<file path="config.mk">
export PLATFORM = sky130hd
export DESIGN_NAME = pca_mul
export DESIGN_NICKNAME = d
export VERILOG_FILES = /design/src/design/pca_pkg.sv /design/src/design/pca_mul.sv
export SDC_FILE = /design/constraint.sdc
export NUM_CORES = 1
export LEC_CHECK = 0
export ABC_AREA = 1
export BUFFER_PORTS_ARGS = -buffer_cell sky130_fd_sc_hd__buf_2
export CORE_ASPECT_RATIO = 1.1
export CORE_MARGIN = 4
export CORE_UTILIZATION = 25
export CTS_CLUSTER_SIZE = 30
export DETAILED_ROUTE_END_ITERATION = 8
export SYNTH_ARGS = -nofsm -noshare
export SYNTH_HDL_FRONTEND = slang
export SYNTH_SLANG_ARGS = --single-unit
</file>
<file path="constraint.sdc">
create_clock -name clk -period 4 [get_ports clk]
set_input_delay 0.4 -clock clk [delete_from_list [all_inputs] [get_ports clk]]
set_output_delay 0.4 -clock clk [all_outputs]
set_load 0.05 [all_outputs]
</file>
<file path="src/design/pca_pkg.sv">
// Shared constants, types and helpers of the pose composition accumulator.
// Holds the micro-op sequence and the operand slot map.
// Depends on nothing.
package pca_pkg;

    // Fixed formats
    localparam int FW    = 32;          // width of every field
    localparam int QFB   = 30;          // quaternion fraction bits
    localparam int OPW   = 40;          // operand slot width
    localparam int PRODW = 2 * OPW;     // product width
    localparam int ACCW  = PRODW + 2;   // accumulator width
    localparam int NUMW  = 2 * QFB + 3; // dividend width in normalization
    localparam int SW    = QFB + 3;     // square root width
    localparam int NFLD  = 7;
    localparam int DW    = NFLD * FW;   // tdata width

    // Register indexes
    localparam int CIW = 3;
    localparam logic [CIW-1:0] REG_MOUNT_PX = 3'd0;
    localparam logic [CIW-1:0] REG_MOUNT_QW = 3'd6;

    localparam logic signed [FW-1:0]   QONE32 = FW'(1) << QFB;
    localparam logic signed [ACCW-1:0] QONEW  = ACCW'(1) << QFB;

    // Operand slots
    localparam int SLOTW = 5;
    localparam int NSLOT = 23;
    localparam logic [SLOTW-1:0] SL_X  = 5'd0;
    localparam logic [SLOTW-1:0] SL_Y  = 5'd1;
    localparam logic [SLOTW-1:0] SL_Z  = 5'd2;
    localparam logic [SLOTW-1:0] SL_W  = 5'd3;
    localparam logic [SLOTW-1:0] SL_V0 = 5'd4;
    localparam logic [SLOTW-1:0] SL_V1 = 5'd5;
    localparam logic [SLOTW-1:0] SL_V2 = 5'd6;
    localparam logic [SLOTW-1:0] SL_E0 = 5'd7;
    localparam logic [SLOTW-1:0] SL_E1 = 5'd8;
    localparam logic [SLOTW-1:0] SL_E2 = 5'd9;
    localparam logic [SLOTW-1:0] SL_E3 = 5'd10;
    localparam logic [SLOTW-1:0] SL_A  = 5'd11;
    localparam logic [SLOTW-1:0] SL_D  = 5'd12;
    localparam logic [SLOTW-1:0] SL_C0 = 5'd13;
    localparam logic [SLOTW-1:0] SL_C1 = 5'd14;
    localparam logic [SLOTW-1:0] SL_C2 = 5'd15;
    localparam logic [SLOTW-1:0] SL_R0 = 5'd16;
    localparam logic [SLOTW-1:0] SL_R1 = 5'd17;
    localparam logic [SLOTW-1:0] SL_R2 = 5'd18;
    localparam logic [SLOTW-1:0] SL_N0 = 5'd19;
    localparam logic [SLOTW-1:0] SL_N1 = 5'd20;
    localparam logic [SLOTW-1:0] SL_N2 = 5'd21;
    localparam logic [SLOTW-1:0] SL_N3 = 5'd22;

    // Finish actions after the last product of a sum
    localparam logic [2:0] F_NONE  = 3'd0;
    localparam logic [2:0] F_ST30  = 3'd1; // round by 2^30, store
    localparam logic [2:0] F_ADD29 = 3'd2; // round by 2^29, add to slot
    localparam logic [2:0] F_CL30  = 3'd3; // round by 2^30, clamp, store
    localparam logic [2:0] F_SQ    = 3'd4; // keep raw sum as squared norm

    localparam int PCW = 6;
    localparam logic [PCW-1:0] PC_LAST_ABS = 6'd37;
    localparam logic [PCW-1:0] PC_LAST_REL = 6'd41;

    typedef struct packed {
        logic             clr;
        logic             neg;
        logic [SLOTW-1:0] asel;
        logic [SLOTW-1:0] bsel;
        logic [2:0]       fin;
        logic [SLOTW-1:0] dst;
    } uop_t;

    function automatic uop_t mk(input logic clr, input logic neg,
                                input logic [SLOTW-1:0] a, input logic [SLOTW-1:0] b,
                                input logic [2:0] fin, input logic [SLOTW-1:0] dst);
        uop_t u;
        u.clr  = clr;
        u.neg  = neg;
        u.asel = a;
        u.bsel = b;
        u.fin  = fin;
        u.dst  = dst;
        return u;
    endfunction

    // Sequence: rotation terms, rotated vector, Hamilton product, squared norm
    function automatic uop_t uop_rom(input logic [PCW-1:0] pc);
        uop_t u;
        unique case (pc)
            6'd0:  u = mk(1'b1, 1'b0, SL_W,  SL_W,  F_NONE,  SL_X);
            6'd1:  u = mk(1'b0, 1'b1, SL_X,  SL_X,  F_NONE,  SL_X);
            6'd2:  u = mk(1'b0, 1'b1, SL_Y,  SL_Y,  F_NONE,  SL_X);
            6'd3:  u = mk(1'b0, 1'b1, SL_Z,  SL_Z,  F_ST30,  SL_A);
            6'd4:  u = mk(1'b1, 1'b0, SL_X,  SL_V0, F_NONE,  SL_X);
            6'd5:  u = mk(1'b0, 1'b0, SL_Y,  SL_V1, F_NONE,  SL_X);
            6'd6:  u = mk(1'b0, 1'b0, SL_Z,  SL_V2, F_ST30,  SL_D);
            6'd7:  u = mk(1'b1, 1'b0, SL_Y,  SL_V2, F_NONE,  SL_X);
            6'd8:  u = mk(1'b0, 1'b1, SL_Z,  SL_V1, F_ST30,  SL_C0);
            6'd9:  u = mk(1'b1, 1'b0, SL_Z,  SL_V0, F_NONE,  SL_X);
            6'd10: u = mk(1'b0, 1'b1, SL_X,  SL_V2, F_ST30,  SL_C1);
            6'd11: u = mk(1'b1, 1'b0, SL_X,  SL_V1, F_NONE,  SL_X);
            6'd12: u = mk(1'b0, 1'b1, SL_Y,  SL_V0, F_ST30,  SL_C2);
            6'd13: u = mk(1'b1, 1'b0, SL_A,  SL_V0, F_ST30,  SL_R0);
            6'd14: u = mk(1'b1, 1'b0, SL_D,  SL_X,  F_ADD29, SL_R0);
            6'd15: u = mk(1'b1, 1'b0, SL_W,  SL_C0, F_ADD29, SL_R0);
            6'd16: u = mk(1'b1, 1'b0, SL_A,  SL_V1, F_ST30,  SL_R1);
            6'd17: u = mk(1'b1, 1'b0, SL_D,  SL_Y,  F_ADD29, SL_R1);
            6'd18: u = mk(1'b1, 1'b0, SL_W,  SL_C1, F_ADD29, SL_R1);
            6'd19: u = mk(1'b1, 1'b0, SL_A,  SL_V2, F_ST30,  SL_R2);
            6'd20: u = mk(1'b1, 1'b0, SL_D,  SL_Z,  F_ADD29, SL_R2);
            6'd21: u = mk(1'b1, 1'b0, SL_W,  SL_C2, F_ADD29, SL_R2);
            6'd22: u = mk(1'b1, 1'b0, SL_W,  SL_E0, F_NONE,  SL_X);
            6'd23: u = mk(1'b0, 1'b0, SL_X,  SL_E3, F_NONE,  SL_X);
            6'd24: u = mk(1'b0, 1'b0, SL_Y,  SL_E2, F_NONE,  SL_X);
            6'd25: u = mk(1'b0, 1'b1, SL_Z,  SL_E1, F_CL30,  SL_N0);
            6'd26: u = mk(1'b1, 1'b0, SL_W,  SL_E1, F_NONE,  SL_X);
            6'd27: u = mk(1'b0, 1'b1, SL_X,  SL_E2, F_NONE,  SL_X);
            6'd28: u = mk(1'b0, 1'b0, SL_Y,  SL_E3, F_NONE,  SL_X);
            6'd29: u = mk(1'b0, 1'b0, SL_Z,  SL_E0, F_CL30,  SL_N1);
            6'd30: u = mk(1'b1, 1'b0, SL_W,  SL_E2, F_NONE,  SL_X);
            6'd31: u = mk(1'b0, 1'b0, SL_X,  SL_E1, F_NONE,  SL_X);
            6'd32: u = mk(1'b0, 1'b1, SL_Y,  SL_E0, F_NONE,  SL_X);
            6'd33: u = mk(1'b0, 1'b0, SL_Z,  SL_E3, F_CL30,  SL_N2);
            6'd34: u = mk(1'b1, 1'b0, SL_W,  SL_E3, F_NONE,  SL_X);
            6'd35: u = mk(1'b0, 1'b1, SL_X,  SL_E0, F_NONE,  SL_X);
            6'd36: u = mk(1'b0, 1'b1, SL_Y,  SL_E1, F_NONE,  SL_X);
            6'd37: u = mk(1'b0, 1'b1, SL_Z,  SL_E2, F_CL30,  SL_N3);
            6'd38: u = mk(1'b1, 1'b0, SL_N0, SL_N0, F_NONE,  SL_X);
            6'd39: u = mk(1'b0, 1'b0, SL_N1, SL_N1, F_NONE,  SL_X);
            6'd40: u = mk(1'b0, 1'b0, SL_N2, SL_N2, F_NONE,  SL_X);
            6'd41: u = mk(1'b0, 1'b0, SL_N3, SL_N3, F_SQ,    SL_X);
            default: u = mk(1'b1, 1'b0, SL_X, SL_X, F_NONE,  SL_X);
        endcase
        return u;
    endfunction

    // Quaternion component limited to [-one, one]
    function automatic logic signed [FW-1:0] clamp32(input logic signed [FW-1:0] v);
        logic signed [FW-1:0] r;
        r = v;
        if (v > QONE32)
            r = QONE32;
        else if (v < -QONE32)
            r = -QONE32;
        return r;
    endfunction

endpackage

</file>
<file path="src/design/pca_mul.sv">
// Bit-serial signed multiplier: one multiplier bit per cycle.
// Depends on pca_pkg.
module pca_mul
    import pca_pkg::*;
(
    input  logic                    clk,
    input  logic                    rst_n,
    input  logic                    start,
    input  logic signed [OPW-1:0]   a,
    input  logic signed [OPW-1:0]   b,
    output logic                    done,
    output logic signed [PRODW-1:0] prod
);

    localparam int CW = $clog2(OPW);
    localparam logic [CW-1:0] LAST = CW'(OPW - 1);

    logic                    busy_reg;
    logic                    done_reg;
    logic [CW-1:0]           cnt_reg;
    logic signed [PRODW-1:0] mc_reg;
    logic [OPW-1:0]          mp_reg;
    logic signed [PRODW-1:0] prod_reg;

    // Control
    always_ff @(posedge clk or negedge rst_n)
    begin
        if (!rst_n)
        begin
            busy_reg <= 1'b0;
            done_reg <= 1'b0;
            cnt_reg  <= '0;
        end
        else
        begin
            done_reg <= busy_reg && !start && (cnt_reg == LAST);
            if (start)
            begin
                busy_reg <= 1'b1;
                cnt_reg  <= '0;
            end
            else if (busy_reg)
            begin
                cnt_reg <= cnt_reg + 1'b1;
                if (cnt_reg == LAST)
                    busy_reg <= 1'b0;
            end
        end
    end

    // Shift-add datapath; the sign bit carries negative weight
    always_ff @(posedge clk)
    begin
        if (start)
        begin
            mc_reg   <= PRODW'(a);
            mp_reg   <= b;
            prod_reg <= '0;
        end
        else if (busy_reg)
        begin
            if (mp_reg[0])
            begin
                if (cnt_reg == LAST)
                    prod_reg <= prod_reg - mc_reg;
                else
                    prod_reg <= prod_reg + mc_reg;
            end
            mc_reg <= mc_reg <<< 1;
            mp_reg <= mp_reg >> 1;
        end
    end

    assign done = done_reg;
    assign prod = prod_reg;

endmodule

</file>
# Word-level counts from Yosys, hierarchy flattened

Cells that the tools add are included.

Register bits after elaboration: 208
Input bits: 83
Output and inout port bits: 81
Logic and storage cells: 25

Add/subtract/negate cells: 3
Eq/ne operators: 1
Multiplexer cells: 10
Reduce and logical (&&, ||, !) cells: 5

Operator list:

| kind                                         | number |
|---|---|
| 2-to-1 mux 80 bit                            | 3 |
| adder 80 bit                                 | 1 |
| 2-to-1 mux 40 bit                            | 2 |
| subtractor 80 bit                            | 1 |
| 2-to-1 mux 6 bit                             | 2 |
| adder 6 x 1 -> 6 bit (second input constant) | 1 |
| == test 6 bit (second input constant)        | 1 |
| 2-to-1 mux 1 bit                             | 3 |
| logical AND 1 bit                            | 2 |
| AND reduction 2 bit                          | 1 |
| nonzero test 2 bit                           | 1 |
| logical NOT 1 bit                            | 1 |

# Logic depth before layout (Yosys ltp)

Depth after elaboration: 4
Gate-level depth with buffers: 27

# Least setup slack after synthesis

OpenSTA, ideal clock, no wires.

Path kind: input port to flip-flop
Start: in start
End: reg mc_reg[0], enable pin
Data arrival time: 3.377 ns
Required time: 3.527 ns
Slack: 0.150 ns
Stages: 4
Buffers on the path: 2
Path through: clkbuf_1 clkbuf_1 nor2_1 inv_1

Cells in the longest elaborated chain, start to end: 1

Ends and longest elaborated chain:

| item                         | RTL line      | source |
|---|---|---|
| from (decl)                  | pca_mul.sv:8  | `input logic start,` |
| nonzero test 2 bit (no line) | -             |  |
| to (signal assigned)         | pca_mul.sv:56 | `mc_reg <= PRODW'(a);` |
| to (signal assigned)         | pca_mul.sv:69 | `mc_reg <= mc_reg <<< 1;` |
| to (decl)                    | pca_mul.sv:21 | `logic signed [PRODW-1:0] mc_reg;` |

No other way between the ends.
A chain may end at the register's enable or synchronous reset.

# Worst setup path after layout

Start: reg cnt_reg[1]
End: reg prod_reg[68] (netlist: prod[68])

Cells in the longest elaborated chain, start to end: 2

Ends and longest elaborated chain:

| item                   | RTL line      | source |
|---|---|---|
| from (decl)            | pca_mul.sv:20 | `logic [CW-1:0] cnt_reg;` |
| from (signal assigned) | pca_mul.sv:44 | `cnt_reg <= cnt_reg + 1'b1;` |
| == test 6 bit          | pca_mul.sv:64 | `if (cnt_reg == LAST)` |
| 2-to-1 mux 80 bit      | pca_mul.sv:64 |  |
| to (signal assigned)   | pca_mul.sv:65 | `prod_reg <= prod_reg - mc_reg;` |
| to (signal assigned)   | pca_mul.sv:67 | `prod_reg <= prod_reg + mc_reg;` |
| to (decl)              | pca_mul.sv:23 | `logic signed [PRODW-1:0] prod_reg;` |

No other way between the ends.

==> out/metrics.cfg <==
[sta]
tns_ps = 0
worst_slew_pin_slew_ps = 1114
timing.hold.ws_ps = 80.63
slew_headroom = 0.2553
fin_crit_ps = 3830
setup_viol = 0
slew_viol_final = 0
finClkSkew_ps = 23.09
rsz0062_at_grt = yes
finalHoldViolCount = 0
period_share = 0.9576
timing.fmax_mhz = 261.1

[power_and_ir_drop]
switching_share = 0.4074
total_power_w = 0.008779
power_frac_comb = 0.378
clockPowerShare = 0.310
p_leak_nw = 11.90
p_per_area_nw_per_um2 = 384.0
p_int_w = 0.005203
p_sw_w = 0.003576
vdd_ir_drop_max_mv = 0.3688
seq_power_share = 0.312

[critical_path]
crit_chain = ha_2 > nand2_1 > inv_2 > nand4_1 > buf_12 > buf_12 > nand2_1 > nand2_2 > nor2_4 > xor2_1 > ha_1 > nand2_1 > inv_1 > a21oi_2 > nand2_1 > buf_4 > nand2_1 > nand2_1 > a21oi_2 > a21oi_1 > nor2_1 > nor2_1
critical-path-top-delay-family = simple AND/OR/NAND/NOR gates
crit_slowest_cell = dfrtp_1
cp-end-kind = flop
cp_num_buf_inv = 5
max_stage_delay_ps = 380
worstPathRequired_ps = 4470
crit_arrival_ps = 4300
start_kind = flop
cp_max_fo = 17
path_common_cell = nand2_1
path_class = flop to flop

[clock_tree]
cts_root_buf = clkbuf_16
clock_path_buffers = 3
clk_pin_slew_ps = 70
cts_buffers = 27
clock-sinks = 208
cts_tree = yes
clkLatencyLatePin_ps = 590
htreeDepth = 1

[floorplanning]
rows = 103
die_w_um = 265.1
initial_core_util = 0.2529
die_h_um = 290.9
dieArea_um2 = 77120
ioPinCount = 164
core-area_um2 = 71910

[logic_synthesis]
syn_nets = 3154
seq_area_frac_synth = 0.2973
synth_top_area_frac = 0.1982
yosys_warnings = 0
async_reset_ff_frac = 0.03846
syn_area_um2 = 18180
ys_top_cells_by_count = 953 x nand2_1, 564 x inv_1, 437 x nor2_1, 175 x o21ai_0, 127 x nand3_1
yosysMostFrequentCell = nand2_1
syn_inst = 2989
synth_area_per_cell_um2 = 6.084
synth_area_leaders = edfxtp_1 20%, nand2_1 20%, inv_1 12%
synth_top_area_cell = edfxtp_1
ys_ff_latch = 208
ys_types = 44
synth_edf_count = 120
synth_flop_cell = edfxtp_1

[placed_design]
io_buffer_count = 163
dpl.hpwl_um = 57220
globalplace.congestion = 0.9679
placed_area_um2 = 20950

[grt]
grt_pass1_vias = 18330
antenna_found_initial = 7
grt_max_degree = 133
grt_remaining_overflow = 0
grt_use_total = 0.1730
grt_pass1_wl_um = 103700

[run_status]
status = finished, final reports clean

[route]
wl_per_cell_um = 16.43
totalWireLength_um = 69620
num_vias = 19010
route.detailed.drc = 0
dr.pass1.iters = 5
post_drt_via_cell_ratio = 4.485
first_iter_violations = 1314
ant_nets = 0

[run]
maxCapViolCount = 0

[hold_path]
hold_path_class = input pin to flop

[final_layout]
finalNetCount = 3436
final_area_um2 = 22860
area_growth_pct = 25.72
final_util = 0.3179
drive_above_1_share = 0.1707

[path summary, 6_finish.rpt]
check | start | end | cells past startpoint | slack [ps]
max | cnt_reg[1] | prod[68] | 22 | 170
min in group asynchronous | rst_n | cnt_reg[3] | 2 | 210
max reg2reg | cnt_reg[1] | prod[68] | 22 | 170
max in group asynchronous | rst_n | cnt_reg[2] | 2 | 3600
min | a[0] | mc_reg[0] | 3 | 80
min reg2reg | mp_reg[38] | mp_reg[37] | 2 | 500
[placed cells by master, fill, tap and decap left out, types with 9 or more instances in the layout]
| cell type | synthesis | routed |
|---|---|---|
| o21bai_1 | 9 | 9 |
| o21ai_1 | 11 | 14 |
| a21oi_2 | 0 | 16 |
| nand3_1 | 127 | 123 |
| buf_2 | 6 | 162 |
| nor2_1 | 437 | 380 |
| o21ai_0 | 175 | 170 |
| nor2_4 | 5 | 16 |
| nand4_1 | 33 | 33 |
| dfxtp_1 | 80 | 80 |
| ha_2 | 0 | 12 |
| nor3_1 | 27 | 21 |
| nand2_1 | 953 | 938 |
| a21oi_1 | 99 | 83 |
| ha_1 | 81 | 57 |
| nand2_2 | 8 | 22 |
| nor2_2 | 18 | 64 |
| edfxtp_1 | 120 | 120 |
| buf_4 | 0 | 140 |
| clkbuf_16 | 0 | 28 |
| inv_1 | 564 | 556 |
| ha_4 | 0 | 12 |
| xor2_1 | 114 | 106 |
[power groups by stage]
| stage | sequential (W) | clock [W] | combinational [W] |
|---|---|---|---|
| finish | 0.00274 | 0.00272 | 0.00332 |
| global placement | 0.00277 | 0 | 0.00312 |
| floorplan | 0.00306 | 0 | 0.00175 |
| CTS | 0.00273 | 0.00279 | 0.00315 |
| detailed placement | 0.00277 | 0 | 0.00313 |
| global route | 0.00276 | 0.00287 | 0.00367 |
[per-stage QoR]
stage	std cells	setup slack, ps
2_1_floorplan	2989	150.0
3_3_place_gp	4161	-41.88
3_5_place_dp	4161	-32.32
4_1_cts	4215	3.204
5_1_grt	4237	-33.90
6_report	4238	169.7
[tightest hold or removal path, cell delays in order]
cell and delay [ps]:
buf_2 80, nand2_1 40, inv_1 40
[what timing repair did]
action	CTS	global route
hold buffers	1	0
buffers inserted	3	21
pin swaps	2	33
endpoints found under the setup margin	6	51
gates resized for setup	2	177
cloned	0	1
endpoints found under the hold margin	8	0
[routing by layer]
layer	vias to the layer above	global-route usage	wire length, µm
met5	-	0	87
met4	12	0.07332	3417
met3	145	0.02629	3362
met2	464	0.3042	33370
met1	8618	0.2098	29390
li1	9770	-	-
[layout make-up]
type	count	area [µm²]
fill	8073	49050
timing repair buffer	313	2042
antenna	1	2.502
clock buffer	27	675.6
inverter	567	2135
sequential	208	5405
tap	945	1182
multi-input combinational	2154	11120
clock inverter	23	294.0
[kinds of logic (layout without fill, tap and decap cells)]
family | count (synthesis) | after routing | share of synthesized area
AO/OA/AOI/OAI | 311 | 311 | 0.08993
adder cells (fa/ha/maj) | 82 | 82 | 0.05684
XOR/XNOR | 120 | 120 | 0.05780
flip-flops | 208 | 208 | 0.2973
AND/OR/NAND/NOR | 1641 | 1641 | 0.3683
other | 0 | 1 | 0
buffers and inverters | 627 | 930 | 0.1298
Power figures use the tool's default switching activity.
