### config.mk
export PLATFORM = sky130hd
export DESIGN_NAME = pca_norm
export DESIGN_NICKNAME = d
export VERILOG_FILES = /design/src/design/pca_pkg.sv /design/src/design/pca_norm.sv
export SDC_FILE = /design/constraint.sdc
export NUM_CORES = 1
export LEC_CHECK = 0
export BUFFER_PORTS_ARGS = -buffer_cell sky130_fd_sc_hd__buf_2
export CAP_MARGIN = 40
export CORE_ASPECT_RATIO = 0.9
export CORE_MARGIN = 2
export CORE_UTILIZATION = 58
export CTS_CLUSTER_SIZE = 25
export DETAILED_ROUTE_END_ITERATION = 10
export PLACE_DENSITY = 0.79
export SLEW_MARGIN = 20
export SYNTH_ARGS = -nofsm -noshare
export SYNTH_HDL_FRONTEND = slang
export SYNTH_SLANG_ARGS = --single-unit
### constraint.sdc
create_clock -name clk -period 16.9 [get_ports clk]
set_input_delay 3.38 -clock clk [delete_from_list [all_inputs] [get_ports clk]]
set_output_delay 3.38 -clock clk [all_outputs]
set_load 0.02 [all_outputs]
### src/design/pca_pkg.sv
// Shared constants, types and helpers of the pose composition accumulator.
// Holds the micro-op sequence and the operand slot map.
// Depends on nothing.
package pca_pkg;

    // Fixed formats
    localparam int FW    = 32;          // width of every field
    localparam int QFB   = 30;          // quaternion fraction bits
    localparam int OPW   = 40;          // operand slot width
    localparam int PRODW = 2 * OPW;     // product width
    localparam int ACCW  = PRODW + 2;   // accumulator width
    localparam int NUMW  = 2 * QFB + 3; // dividend width in normalization
    localparam int SW    = QFB + 3;     // square root width
    localparam int NFLD  = 7;
    localparam int DW    = NFLD * FW;   // tdata width

    // Register indexes
    localparam int CIW = 3;
    localparam logic [CIW-1:0] REG_MOUNT_PX = 3'd0;
    localparam logic [CIW-1:0] REG_MOUNT_QW = 3'd6;

    localparam logic signed [FW-1:0]   QONE32 = FW'(1) << QFB;
    localparam logic signed [ACCW-1:0] QONEW  = ACCW'(1) << QFB;

    // Operand slots
    localparam int SLOTW = 5;
    localparam int NSLOT = 23;
    localparam logic [SLOTW-1:0] SL_X  = 5'd0;
    localparam logic [SLOTW-1:0] SL_Y  = 5'd1;
    localparam logic [SLOTW-1:0] SL_Z  = 5'd2;
    localparam logic [SLOTW-1:0] SL_W  = 5'd3;
    localparam logic [SLOTW-1:0] SL_V0 = 5'd4;
    localparam logic [SLOTW-1:0] SL_V1 = 5'd5;
    localparam logic [SLOTW-1:0] SL_V2 = 5'd6;
    localparam logic [SLOTW-1:0] SL_E0 = 5'd7;
    localparam logic [SLOTW-1:0] SL_E1 = 5'd8;
    localparam logic [SLOTW-1:0] SL_E2 = 5'd9;
    localparam logic [SLOTW-1:0] SL_E3 = 5'd10;
    localparam logic [SLOTW-1:0] SL_A  = 5'd11;
    localparam logic [SLOTW-1:0] SL_D  = 5'd12;
    localparam logic [SLOTW-1:0] SL_C0 = 5'd13;
    localparam logic [SLOTW-1:0] SL_C1 = 5'd14;
    localparam logic [SLOTW-1:0] SL_C2 = 5'd15;
    localparam logic [SLOTW-1:0] SL_R0 = 5'd16;
    localparam logic [SLOTW-1:0] SL_R1 = 5'd17;
    localparam logic [SLOTW-1:0] SL_R2 = 5'd18;
    localparam logic [SLOTW-1:0] SL_N0 = 5'd19;
    localparam logic [SLOTW-1:0] SL_N1 = 5'd20;
    localparam logic [SLOTW-1:0] SL_N2 = 5'd21;
    localparam logic [SLOTW-1:0] SL_N3 = 5'd22;

    // Finish actions after the last product of a sum
    localparam logic [2:0] F_NONE  = 3'd0;
    localparam logic [2:0] F_ST30  = 3'd1; // round by 2^30, store
    localparam logic [2:0] F_ADD29 = 3'd2; // round by 2^29, add to slot
    localparam logic [2:0] F_CL30  = 3'd3; // round by 2^30, clamp, store
    localparam logic [2:0] F_SQ    = 3'd4; // keep raw sum as squared norm

    localparam int PCW = 6;
    localparam logic [PCW-1:0] PC_LAST_ABS = 6'd37;
    localparam logic [PCW-1:0] PC_LAST_REL = 6'd41;

    typedef struct packed {
        logic             clr;
        logic             neg;
        logic [SLOTW-1:0] asel;
        logic [SLOTW-1:0] bsel;
        logic [2:0]       fin;
        logic [SLOTW-1:0] dst;
    } uop_t;

    function automatic uop_t mk(input logic clr, input logic neg,
                                input logic [SLOTW-1:0] a, input logic [SLOTW-1:0] b,
                                input logic [2:0] fin, input logic [SLOTW-1:0] dst);
        uop_t u;
        u.clr  = clr;
        u.neg  = neg;
        u.asel = a;
        u.bsel = b;
        u.fin  = fin;
        u.dst  = dst;
        return u;
    endfunction

    // Sequence: rotation terms, rotated vector, Hamilton product, squared norm
    function automatic uop_t uop_rom(input logic [PCW-1:0] pc);
        uop_t u;
        unique case (pc)
            6'd0:  u = mk(1'b1, 1'b0, SL_W,  SL_W,  F_NONE,  SL_X);
            6'd1:  u = mk(1'b0, 1'b1, SL_X,  SL_X,  F_NONE,  SL_X);
            6'd2:  u = mk(1'b0, 1'b1, SL_Y,  SL_Y,  F_NONE,  SL_X);
            6'd3:  u = mk(1'b0, 1'b1, SL_Z,  SL_Z,  F_ST30,  SL_A);
            6'd4:  u = mk(1'b1, 1'b0, SL_X,  SL_V0, F_NONE,  SL_X);
            6'd5:  u = mk(1'b0, 1'b0, SL_Y,  SL_V1, F_NONE,  SL_X);
            6'd6:  u = mk(1'b0, 1'b0, SL_Z,  SL_V2, F_ST30,  SL_D);
            6'd7:  u = mk(1'b1, 1'b0, SL_Y,  SL_V2, F_NONE,  SL_X);
            6'd8:  u = mk(1'b0, 1'b1, SL_Z,  SL_V1, F_ST30,  SL_C0);
            6'd9:  u = mk(1'b1, 1'b0, SL_Z,  SL_V0, F_NONE,  SL_X);
            6'd10: u = mk(1'b0, 1'b1, SL_X,  SL_V2, F_ST30,  SL_C1);
            6'd11: u = mk(1'b1, 1'b0, SL_X,  SL_V1, F_NONE,  SL_X);
            6'd12: u = mk(1'b0, 1'b1, SL_Y,  SL_V0, F_ST30,  SL_C2);
            6'd13: u = mk(1'b1, 1'b0, SL_A,  SL_V0, F_ST30,  SL_R0);
            6'd14: u = mk(1'b1, 1'b0, SL_D,  SL_X,  F_ADD29, SL_R0);
            6'd15: u = mk(1'b1, 1'b0, SL_W,  SL_C0, F_ADD29, SL_R0);
            6'd16: u = mk(1'b1, 1'b0, SL_A,  SL_V1, F_ST30,  SL_R1);
            6'd17: u = mk(1'b1, 1'b0, SL_D,  SL_Y,  F_ADD29, SL_R1);
            6'd18: u = mk(1'b1, 1'b0, SL_W,  SL_C1, F_ADD29, SL_R1);
            6'd19: u = mk(1'b1, 1'b0, SL_A,  SL_V2, F_ST30,  SL_R2);
            6'd20: u = mk(1'b1, 1'b0, SL_D,  SL_Z,  F_ADD29, SL_R2);
            6'd21: u = mk(1'b1, 1'b0, SL_W,  SL_C2, F_ADD29, SL_R2);
            6'd22: u = mk(1'b1, 1'b0, SL_W,  SL_E0, F_NONE,  SL_X);
            6'd23: u = mk(1'b0, 1'b0, SL_X,  SL_E3, F_NONE,  SL_X);
            6'd24: u = mk(1'b0, 1'b0, SL_Y,  SL_E2, F_NONE,  SL_X);
            6'd25: u = mk(1'b0, 1'b1, SL_Z,  SL_E1, F_CL30,  SL_N0);
            6'd26: u = mk(1'b1, 1'b0, SL_W,  SL_E1, F_NONE,  SL_X);
            6'd27: u = mk(1'b0, 1'b1, SL_X,  SL_E2, F_NONE,  SL_X);
            6'd28: u = mk(1'b0, 1'b0, SL_Y,  SL_E3, F_NONE,  SL_X);
            6'd29: u = mk(1'b0, 1'b0, SL_Z,  SL_E0, F_CL30,  SL_N1);
            6'd30: u = mk(1'b1, 1'b0, SL_W,  SL_E2, F_NONE,  SL_X);
            6'd31: u = mk(1'b0, 1'b0, SL_X,  SL_E1, F_NONE,  SL_X);
            6'd32: u = mk(1'b0, 1'b1, SL_Y,  SL_E0, F_NONE,  SL_X);
            6'd33: u = mk(1'b0, 1'b0, SL_Z,  SL_E3, F_CL30,  SL_N2);
            6'd34: u = mk(1'b1, 1'b0, SL_W,  SL_E3, F_NONE,  SL_X);
            6'd35: u = mk(1'b0, 1'b1, SL_X,  SL_E0, F_NONE,  SL_X);
            6'd36: u = mk(1'b0, 1'b1, SL_Y,  SL_E1, F_NONE,  SL_X);
            6'd37: u = mk(1'b0, 1'b1, SL_Z,  SL_E2, F_CL30,  SL_N3);
            6'd38: u = mk(1'b1, 1'b0, SL_N0, SL_N0, F_NONE,  SL_X);
            6'd39: u = mk(1'b0, 1'b0, SL_N1, SL_N1, F_NONE,  SL_X);
            6'd40: u = mk(1'b0, 1'b0, SL_N2, SL_N2, F_NONE,  SL_X);
            6'd41: u = mk(1'b0, 1'b0, SL_N3, SL_N3, F_SQ,    SL_X);
            default: u = mk(1'b1, 1'b0, SL_X, SL_X, F_NONE,  SL_X);
        endcase
        return u;
    endfunction

    // Quaternion component limited to [-one, one]
    function automatic logic signed [FW-1:0] clamp32(input logic signed [FW-1:0] v);
        logic signed [FW-1:0] r;
        r = v;
        if (v > QONE32)
            r = QONE32;
        else if (v < -QONE32)
            r = -QONE32;
        return r;
    endfunction

endpackage

### src/design/pca_norm.sv
// Quaternion normalization: bit-serial square root, then one restoring
// division per component, one bit per cycle; a zero norm gives identity. Depends on pca_pkg.
module pca_norm
    import pca_pkg::*;
(
    input  logic                    clk,
    input  logic                    rst_n,
    input  logic                    start,
    input  logic [63:0]             n2,
    input  logic [3:0][FW-1:0]      comp,
    output logic                    done,
    output logic [3:0][FW-1:0]      q
);

    localparam logic [1:0] N_IDLE = 2'd0;
    localparam logic [1:0] N_SQRT = 2'd1;
    localparam logic [1:0] N_LOAD = 2'd2;
    localparam logic [1:0] N_DIV  = 2'd3;
    localparam int DCW = $clog2(NUMW);
    localparam logic [DCW-1:0] DLAST = DCW'(NUMW - 1);

    logic [1:0]           state_reg;
    logic                 done_reg;
    logic [1:0]           k_reg;
    logic [DCW-1:0]       cnt_reg;
    logic [63:0]          rem_reg;
    logic [63:0]          root_reg;
    logic [63:0]          bit_reg;
    logic [NUMW-1:0]      num_reg;
    logic [SW+1:0]        drem_reg;
    logic [FW-1:0]        quo_reg;
    logic                 neg_reg;
    logic [3:0][FW-1:0]   q_reg;

    logic [63:0]          trial;
    logic [SW:0]          dvs;
    logic [SW+1:0]        drem_sh;
    logic                 qbit;
    logic [SW+1:0]        drem_next;
    logic [FW-1:0]        quo_next;
    logic signed [FW-1:0] ck;
    logic [FW-1:0]        mag;

    // Square root trial and divider step
    always_comb
    begin
        trial     = root_reg + bit_reg;
        dvs       = {root_reg[SW-1:0], 1'b0};
        drem_sh   = {drem_reg[SW:0], num_reg[NUMW-1]};
        qbit      = (drem_sh >= (SW+2)'(dvs));
        drem_next = qbit ? (drem_sh - (SW+2)'(dvs)) : drem_sh;
        quo_next  = {quo_reg[FW-2:0], qbit};
        ck        = signed'(comp[k_reg]);
        mag       = ck[FW-1] ? FW'(-ck) : FW'(ck);
    end

    // Control
    always_ff @(posedge clk or negedge rst_n)
    begin
        if (!rst_n)
        begin
            state_reg <= N_IDLE;
            done_reg  <= 1'b0;
            k_reg     <= '0;
            cnt_reg   <= '0;
        end
        else
        begin
            done_reg <= ((state_reg == N_IDLE) && start && (n2 == 64'd0))
                     || ((state_reg == N_DIV) && (cnt_reg == DLAST) && (k_reg == 2'd3));
            unique case (state_reg)
                N_IDLE:
                begin
                    if (start)
                    begin
                        k_reg <= '0;
                        if (n2 != 64'd0)
                            state_reg <= N_SQRT;
                    end
                end
                N_SQRT:
                begin
                    if (bit_reg[0])
                        state_reg <= N_LOAD;
                end
                N_LOAD:
                begin
                    cnt_reg   <= '0;
                    state_reg <= N_DIV;
                end
                N_DIV:
                begin
                    cnt_reg <= cnt_reg + 1'b1;
                    if (cnt_reg == DLAST)
                    begin
                        k_reg <= k_reg + 1'b1;
                        if (k_reg == 2'd3)
                            state_reg <= N_IDLE;
                        else
                            state_reg <= N_LOAD;
                    end
                end
                default: state_reg <= N_IDLE;
            endcase
        end
    end

    // Datapath
    always_ff @(posedge clk)
    begin
        case (state_reg)
            N_IDLE:
            begin
                if (start)
                begin
                    rem_reg  <= n2;
                    root_reg <= '0;
                    bit_reg  <= 64'd1 << 62;
                    if (n2 == 64'd0)
                        q_reg <= {QONE32, {FW{1'b0}}, {FW{1'b0}}, {FW{1'b0}}};
                end
            end
            N_SQRT:
            begin
                if (rem_reg >= trial)
                begin
                    rem_reg  <= rem_reg - trial;
                    root_reg <= (root_reg >> 1) + bit_reg;
                end
                else
                    root_reg <= root_reg >> 1;
                bit_reg <= bit_reg >> 2;
            end
            N_LOAD:
            begin
                num_reg  <= (NUMW'(mag) << (QFB + 1)) + NUMW'(root_reg[SW-1:0]);
                drem_reg <= '0;
                quo_reg  <= '0;
                neg_reg  <= ck[FW-1];
            end
            N_DIV:
            begin
                num_reg  <= num_reg << 1;
                drem_reg <= drem_next;
                quo_reg  <= quo_next;
                if (cnt_reg == DLAST)
                    q_reg[k_reg] <= neg_reg ? (-quo_next) : quo_next;
            end
            default: ;
        endcase
    end

    assign done = done_reg;
    assign q    = q_reg;

endmodule

=== After elaboration in Yosys (flattened, before gate mapping) ===
Cells that the tools add are included.

* Add/subtract/negate cells: 9
* Order comparisons: 4
* Equal/unequal tests: 11
* Muxes and demuxes: 33
* Reduce and logical (&&, ||, !) cells: 17

{| class="wikitable"
|+ Operators by type and width
! operator !! count
|-
| $mux 128 || 3
|-
| $pmux 64 s2 || 3
|-
| $mux 64 || 5
|-
| $pmux 128 s2 || 1
|-
| $bwmux 128 || 1
|-
| $mux 32 || 4
|-
| $pmux 63 s2 || 1
|-
| $pmux 34 s2 || 1
|-
| $add 63x64->64 || 1
|-
| $add 64x64->64 || 1
|-
| $bmux 32 s2 || 1
|-
| $demux 32 s2 || 1
|-
| $ge 64x64->1 || 1
|-
| $logic_not 64->1 || 1
|-
| $neg 32->32 || 2
|-
| $reduce_bool 64->1 || 1
|-
| $sub 64x64->64 || 1
|-
| $add 63x33->63 || 1
|-
| $pmux 31 s2 || 1
|-
| $ge 35x34->1 || 1
|-
| $mux 34 || 1
|-
| $sub 34x34->34 || 1
|-
| $mux 2 || 7
|-
| $pmux 6 s2 || 1
|-
| other kinds (18) || 32
|}

* Register bits: 460
* Input port bits: 195
* Output and inout bits: 129
* Logic and storage cells: 89

=== Depth between registers and ports, before layout ===
Gate-level depths: netlist (run 1).

* Depth after elaboration: 7
* Mapped depth: 27
* Depth with buffers taken out: 25

=== Worst setup path after synthesis (run 1) ===
No wires, ideal clock.

* Path kind: in2reg
* Start: input start
* End: register rem_reg[0] (enable)
* Setup time: 0.583 ns
* Arrival: 12.333 ns
* Data required time: 16.317 ns
* Setup slack: 3.984 ns
* Cell stages on the path: 3
* Buffers on the path: 0
* Cell sequence: nor2_1 > nor2_1 > a21boi_0

* Word-level cells in the longest chain between the ends: 2

{| class="wikitable"
|+ RTL lines
! item !! line !! text
|-
| from (decl) || pca_norm.sv:8 || <nowiki>input logic start,</nowiki>
|-
| $ne 2x2->1 (no line) || - ||
|-
| $reduce_and 3->1 (no line) || - ||
|-
| to (signal assigned) || pca_norm.sv:116 || <nowiki>rem_reg <= n2;</nowiki>
|-
| to (signal assigned) || pca_norm.sv:127 || <nowiki>rem_reg <= rem_reg - trial;</nowiki>
|-
| to (decl) || pca_norm.sv:26 || <nowiki>logic [63:0] rem_reg;</nowiki>
|}

No other way between the ends.
A chain may end at the register's enable or synchronous reset.

=== Worst setup path in the final report (run 1) ===
* Start: register root_reg[2]
* End: register rem_reg[2] (enable)

* Word-level cells in the longest chain between the ends: 4

{| class="wikitable"
|+ RTL lines
! item !! line !! text
|-
| from (decl) || pca_norm.sv:27 || <nowiki>logic [63:0] root_reg;</nowiki>
|-
| from (signal assigned) || pca_norm.sv:128 || <nowiki>root_reg <= (root_reg >> 1) + bit_reg;</nowiki>
|-
| from (signal assigned) || pca_norm.sv:131 || <nowiki>root_reg <= root_reg >> 1;</nowiki>
|-
| $add 64x64->64 || pca_norm.sv:47 || <nowiki>trial = root_reg + bit_reg;</nowiki>
|-
| $ge 64x64->1 || pca_norm.sv:125 || <nowiki>if (rem_reg >= trial)</nowiki>
|-
| $ne 2x2->1 (no line) || - ||
|-
| $reduce_and 3->1 (no line) || - ||
|}

No other way between the ends.

==> flow_metrics.tcl, run 1 <==
set metrics [dict create \
    clk_path_buf_depth 3 \
    internal-power_w 0.00255 \
    synth_top_area_share_pct 41.1 \
    p_total_w 0.00387 \
    path_clk_slew_ns 0.06 \
    holdCritStartpoint "num_reg[31]" \
    fin_ws_ns 9.84 \
    maxCapViolations 0 \
    p_clk_share_pct 29.0 \
    worstPathRequired_ns 17.19 \
    vias 26500 \
    status "finished, final reports clean" \
    grt_max_degree 88 \
    clock-sinks 428 \
    setup_viol 0 \
    cp_num_buf_inv 3 \
    hpwl_mm 59.8 \
    cts_tree "done" \
    cp-startpoint "root_reg[2]" \
    seqPwrFrac_pct 38.9 \
    drc 0 \
    ant_nets 0 \
    syn-cell-area_mm2 0.0305 \
    core_mm2 0.0518 \
    synth_area_leaders "edfxtp_1, ha_1, nor2_1" \
    postCtsHoldBufs 0 \
    cp.depth 23 \
    worst_setup_path_end_kind "register" \
    die_w_um 246 \
    cp_cell_sequence "ha_1, a31oi_1, o21a_1, o21ai_0, a21oi_1, o21bai_1, a31oi_1, nor2_1, nor2_1, o21bai_1, xnor2_1, ha_1, and2_1, nand3_1, nor4_1, nand3_1, a31o_2, a211o_1, and2_1, buf_4, a21boi_4, buf_4, buf_12" \
    rows 79 \
    synth_seq_cells 428 \
    pre_cts_ws_ns 9.71 \
    fin_util_pct 66.4 \
    drive_above_1_share_pct 15.1 \
    grt_util_met1_pct 40.8 \
    crit_slowest_cell "a21oi_1" \
    routed_via_density 6.34 \
    async_flop_share_pct 2.57 \
    dieHeight_um 221 \
    grt_use_total_pct 29.8 \
    powerDensity_mw_per_mm2 113 \
    clockRootBuffer "clkbuf_16" \
    min_path_cells 2 \
    gr-usage-met2_pct 49.3 \
    finalCritPeriodShare_pct 41.8 \
    postCtsSetupRepairBufs 0 \
    overflow 0 \
    slowest_delay_ns 0.50 \
    start_kind "register" \
    relSlewSlack_pct 45.7 \
    worstHoldPathType "reg -> reg" \
    fillerInstances 4141 \
    grt_pass1_vias 25200 \
    tightest_slew_ns 0.806 \
    r2r-start "root_reg[2]" \
    areaGrowthSynthToFinish_pct 12.9 \
    ioPinCount 324 \
    synth_area_per_cell_um2 9.48 \
    p_leak_nw 13.5 \
    busiest_layer "met2" \
    vdd_ir_drop_max_mv 0.0783 \
    drtIter0Drc 2637 \
    ys_seq_area_share_pct 42.0 \
    final_cell_mix "edfxtp_1, nor2_1, nand2_1" \
    syn-num-nets 3585 \
    port_buffers 323 \
    synth_edf_count 417 \
    grt_pass1_wl_mm 132 \
    slew_violations 0 \
    yosysUniqueCellTypes 86 \
    antenna_found_initial 4 \
    p_sw_w 0.00132 \
    critical_path_class "reg -> reg" \
    hold_ws_ns 0.508 \
    finalHoldViolations 0 \
    finalClockSkew_ns 0.0303 \
    gr-usage-met3_pct 4.58 \
    drtPass1Iterations 5 \
    pwr-share-comb_pct 32.2 \
    start_util_pct 58.8 \
    largest_reg_flops 128 \
    drt-total-wl_mm 83.0 \
    critPathMaxFanout 41 \
    final_common_cell "edfxtp_1" \
    yosys.area.top_type "edfxtp_1" \
    min_period_ns 7.06 \
    cts_max_level 2 \
    die_area_mm2 0.0544 \
    cts_made_buffers 47 \
    synthFlopType "edfxtp_1" \
    yosys_warnings 0 \
    place.gp.congestion 0.938 \
    reg2regPathDepth 23 \
    wire_per_inst_um 19.9 \
    rsz0062_at_grt "false" \
    ctsResizeCount 0 \
    arrival_ns 7.35 \
    fmax_mhz 142 \
    clock_latency_ns 0.63 \
    final_nets 3821 \
    setup_tns_ns 0 \
    p_sw_share_pct 34.2 \
    netlist_instances 3214 \
    crit_family "compound AO/OA/AOI/OAI gates" \
]
==> cell type report <==
type	instances	area (um2)	area share, %
clock buffers	54	1220	3.55
diodes	1	2.50	0.00728
multi-input cells	2531	16700	48.6
clock inverters	34	418	1.22
well taps	688	861	2.50
flip-flops and latches	428	12800	37.2
inverters	85	322	0.935
repair buffers	357	2050	5.97
==> cell families (layout without fill, tap and decap cells) <==
family | count (synthesis) | after routing | share of synthesized area (%)
and+or+nand+nor | 1111 | 1111 | 17.1
AOI/OAI and AO/OA | 915 | 915 | 19.3
DFF | 428 | 428 | 42.0
xor gates and xnor gates | 290 | 290 | 8.36
buffers and inverters | 255 | 530 | 3.31
adders and majority gates | 176 | 176 | 7.30
muxes | 39 | 39 | 2.56
other | 0 | 1 | 0
==> routing by layer <==
metal  vias up  share of wire [%]  routed length [um]
met3       153                6.8                5650
met1     12700                 43               35400
met5         -              0.035                  29
met2      1105                 48               39700
met4         4                2.6                2180
li1      12500                  -                   -
==> tightest hold or removal path, stage by stage (launching register included) <==
cell	delay [ns]
edfxtp_1	0.33
nand2_1	0.05
nand2_1	0.05
==> synthesized netlist by cell type (6+ instances only) <==
master and n:
or2_2 10, a21o_1 67, o31ai_1 29, nor3_1 33
or3_1 26, nand3b_1 6, edfxtp_1 417, xnor2_1 142
nand4_1 50, o41ai_1 15, buf_1 6, nand3_1 42
o21a_1 14, nand2b_1 25, a221oi_1 7, ha_1 173
nor4_1 33, o21bai_1 31, nor2_1 375, and3_1 88
nor2b_1 25, mux4_2 31, dfrtp_1 11, a21boi_0 12
inv_1 83, a211oi_1 160, nand2_1 339, xor2_1 147
and4_1 6, or4_1 7, mux2i_1 6, a31oi_1 73
clkbuf_1 153, a311oi_1 6, a21oi_1 198, o21ai_0 228
and2_1 18, a31o_2 9, o211ai_1 8
==> stage by stage <==
stage / instance area (um2) / std cells
2_1_floorplan: 30500 / 3214
3_3_place_gp: 32500 / 4075
3_5_place_dp: 32600 / 4084
4_1_cts: 34300 / 4172
5_1_grt: 34400 / 4178
6_report: 34400 / 4178
==> worst paths after layout <==
kind / end / slack (ns)
max: rem_reg[2] / 9.84
min: num_reg[32] / 0.51
max reg2reg: rem_reg[2] / 9.84
min reg2reg: num_reg[32] / 0.51
max in group asynchronous: state_reg[1] / 14.03
min in group asynchronous: cnt_reg[3] / 2.63
==> power by group through the flow <==
stage                     combinational, W  clock, W  sequential (W)
after CTS                          0.00123   0.00113         0.00150
after global placement             0.00117         0         0.00151
after floorplan                   0.000958         0         0.00149
after detailed placement           0.00122         0         0.00152
final                              0.00125   0.00112         0.00150
after global routing               0.00139   0.00117         0.00152
Note: power is estimated with default switching activity, not from simulation.
==> inputs of run 2 (changes only) <==
--- a/config.mk
+++ b/config.mk
@@ -5,6 +5,7 @@
 export SDC_FILE = /design/constraint.sdc
 export NUM_CORES = 1
 export LEC_CHECK = 0
+export ABC_AREA = 1
 export BUFFER_PORTS_ARGS = -buffer_cell sky130_fd_sc_hd__buf_2
 export CAP_MARGIN = 40
 export CORE_ASPECT_RATIO = 0.9
@@ -12,7 +13,7 @@
 export CORE_UTILIZATION = 58
 export CTS_CLUSTER_SIZE = 25
 export DETAILED_ROUTE_END_ITERATION = 10
-export PLACE_DENSITY = 0.79
+export PLACE_DENSITY = 0.78
 export SLEW_MARGIN = 20
 export SYNTH_ARGS = -nofsm -noshare
 export SYNTH_HDL_FRONTEND = slang
==> constraint.sdc (replaced) <==
create_clock -name clk -period 7.35 [get_ports clk]
set_input_delay 1.47 -clock clk [delete_from_list [all_inputs] [get_ports clk]]
set_output_delay 1.47 -clock clk [all_outputs]
set_load 0.02 [all_outputs]
==> run 2 against run 1 <==
Sequential share of layout area decreased by 4.0 points; clock power increased by 140%; synthesized cell count increased by 49%; largest cell class unchanged; via count increased by 27%; die area increased by 12%.
==> flow_metrics.tcl, run 2 <==
set metrics [dict create \
    status "finished, final reports clean" \
    ant_nets 0 \
    rows 84 \
    largest_reg_flops 128 \
    port_buffers 323 \
    postCtsHoldBufs 0 \
    fmax_mhz 151 \
    synth_seq_cells 428 \
    path_clk_slew_ns 0.06 \
    synth_area_leaders "edfxtp_1, nand2_1, nor2_1" \
    cts_max_level 2 \
    die_area_mm2 0.0612 \
    synth_area_per_cell_um2 7.19 \
    drive_above_1_share_pct 9.91 \
    start_kind "register" \
    place.gp.congestion 1.05 \
    slew_violations 0 \
    netlist_instances 4777 \
    multi_input_area_mm2 0.0185 \
    finalCritPeriodShare_pct 89.8 \
    worst_setup_path_end_kind "register" \
    syn-cell-area_mm2 0.0343 \
    drc 0 \
    fillerInstances 5202 \
    p_leak_nw 16.7 \
    yosysUniqueCellTypes 58 \
    yosys_warnings 0 \
    final_nets 5416 \
    ioPinCount 324 \
    postCtsSetupRepairBufs 0 \
    areaGrowthSynthToFinish_pct 12.2 \
    syn-num-nets 5148 \
    dieHeight_um 235 \
    yosys.area.top_type "edfxtp_1" \
    grt_max_degree 129 \
    synth_edf_count 417 \
    clock_latency_ns 0.63 \
    worstPathRequired_ns 7.65 \
    grt_use_total_pct 33.9 \
    powerDensity_mw_per_mm2 144 \
    relSlewSlack_pct 34.5 \
    synth_top_area_share_pct 36.5 \
    start_util_pct 58.7 \
    overflow 0 \
    rsz0062_at_grt "false" \
    die_w_um 260 \
    hpwl_mm 81.6 \
    grt_pass1_vias 30600 \
    ys_seq_area_share_pct 37.3 \
    critical_path_class "reg -> reg" \
    finalHoldViolations 0 \
    cts_made_buffers 48 \
    setup_tns_ns 0 \
    vias 33800 \
    finalClockSkew_ns 0.0579 \
    maxCapViolations 0 \
    drtIter0Drc 3950 \
    yosys-top-cells-count "nand2_1, nor2_1, inv_1" \
    setup_viol 0 \
    regArea_mm2 0.0128 \
    drt-total-wl_mm 106 \
    grt_pass1_wl_mm 166 \
    wire_per_inst_um 18.1 \
    fin_util_pct 65.9 \
    antenna_found_initial 1 \
    antenna_cells 0 \
    routed_via_density 5.76 \
    ctsResizeCount 0 \
    synthFlopType "edfxtp_1" \
    min_period_ns 6.60 \
    cts_tree "done" \
    synth.most_common_cell "nand2_1" \
    final_cell_mix "nand2_1, nor2_1, inv_1" \
    core_mm2 0.0584 \
    r2r_slack_ns 0.75 \
    worstHoldPathType "reg -> reg" \
    final_common_cell "nand2_1" \
    drtPass1Iterations 8 \
    async_flop_share_pct 2.57 \
    tightest_slew_ns 0.974 \
    clk_path_buf_depth 3 \
    arrival_ns 6.90 \
    vdd_ir_drop_max_mv 0.196 \
    critPathMaxFanout 45 \
    clock-sinks 428 \
    clockRootBuffer "clkbuf_16" \
]
-- run 2: cell count changes after synthesis, sizes merged, moves of 61 or more --
cell    change
a21oi     +102
nand3     +241
inv       +562
nor2      +295
and3       -86
clkbuf     -61
a211oi    -149
nand2     +746
o21ai     +246
-- run 2: path summary, 6_finish.rpt --
| path | cells past startpoint | end | from |
|---|---|---|---|
| max in group asynchronous | 1 | cnt_reg[4] | rst_n |
| min in group asynchronous | 1 | k_reg[1] | rst_n |
| worst max-delay path | 26 | rem_reg[0] | root_reg[6] |
| worst min register to register | 2 | num_reg[53] | num_reg[52] |
| worst max register to register | 26 | rem_reg[0] | root_reg[6] |
| worst min-delay path | 2 | num_reg[53] | num_reg[52] |
-- run 2: per-stage QoR --
| step | instance area [um2] | power (W) | instances | hold slack, ns | setup slack, ns |
|---|---|---|---|---|---|
| global placement | 36600 | 0.00288 | 5760 | 0.498 | 1.28 |
| finish | 38500 | 0.00553 | 5859 | 0.475 | 0.748 |
| global route | 38500 | 0.00567 | 5859 | 0.495 | 0.344 |
| CTS | 38400 | 0.00554 | 5856 | 0.468 | 0.957 |
| floorplan | 34300 | 0.00281 | 4777 | 0.487 | 0.717 |
| detailed placement | 36700 | 0.00289 | 5766 | 0.507 | 0.984 |
-- run 2: area by class of cell --
cell class                      count  area share (%)
Tap cell                          774            2.52
Sequential cell                   428            33.3
Inverter                          650            6.35
Timing Repair Buffer              355            5.19
Clock inverter                     34            1.32
Clock buffer                       56            3.22
Multi-Input combinational cell   3562            48.1
-- run 2: per-layer routing --
metal | wire length [um] | vias up | track usage, %
met3 | 11700 | 170 | 7.69
met2 | 44700 | 1648 | 49.5
li1 | - | 16600 | -
met5 | 13 | - | 0
met4 | 2650 | 2 | 8.55
met1 | 47100 | 15400 | 50.6
-- run 2: logic make-up after synthesis --
family | synth area share [%]
AND/OR/NAND/NOR | 27.0
flip-flops | 37.3
buffers and inverters | 8.90
AO/OA/AOI/OAI | 15.3
XOR/XNOR | 5.00
adder cells (fa/ha/maj) | 6.48
-- run 2: where the power goes --
| part | switching [W] | internal (W) |
|---|---|---|
| Combinational | 0.000117 | 0.0000828 |
| Clock | 0.00110 | 0.00158 |
| Sequential | 0 | 0.00264 |
-- run 2: critical path: stages, from the launching register on --
cell and delay [ns]:
edfxtp_1 0.44, ha_1 0.35, nand2_1 0.10, o21ai_0 0.30, a21oi_1 0.11, nand2_1 0.14, nand2_1 0.10, nand2_1 0.11
a21boi_0 0.19, o21ai_0 0.65, a21boi_0 0.29, o21ai_0 0.50, nand3_1 0.17, nand3b_1 0.12, nand2_1 0.07, ha_1 0.36
nand2_1 0.11, nor2_1 0.11, inv_1 0.07, nor2_1 0.10, inv_1 0.06, nor3_1 0.27, nand3_1 0.18, nand3_4 0.31
nand2_1 0.16, nand2_2 0.49, buf_12 0.34
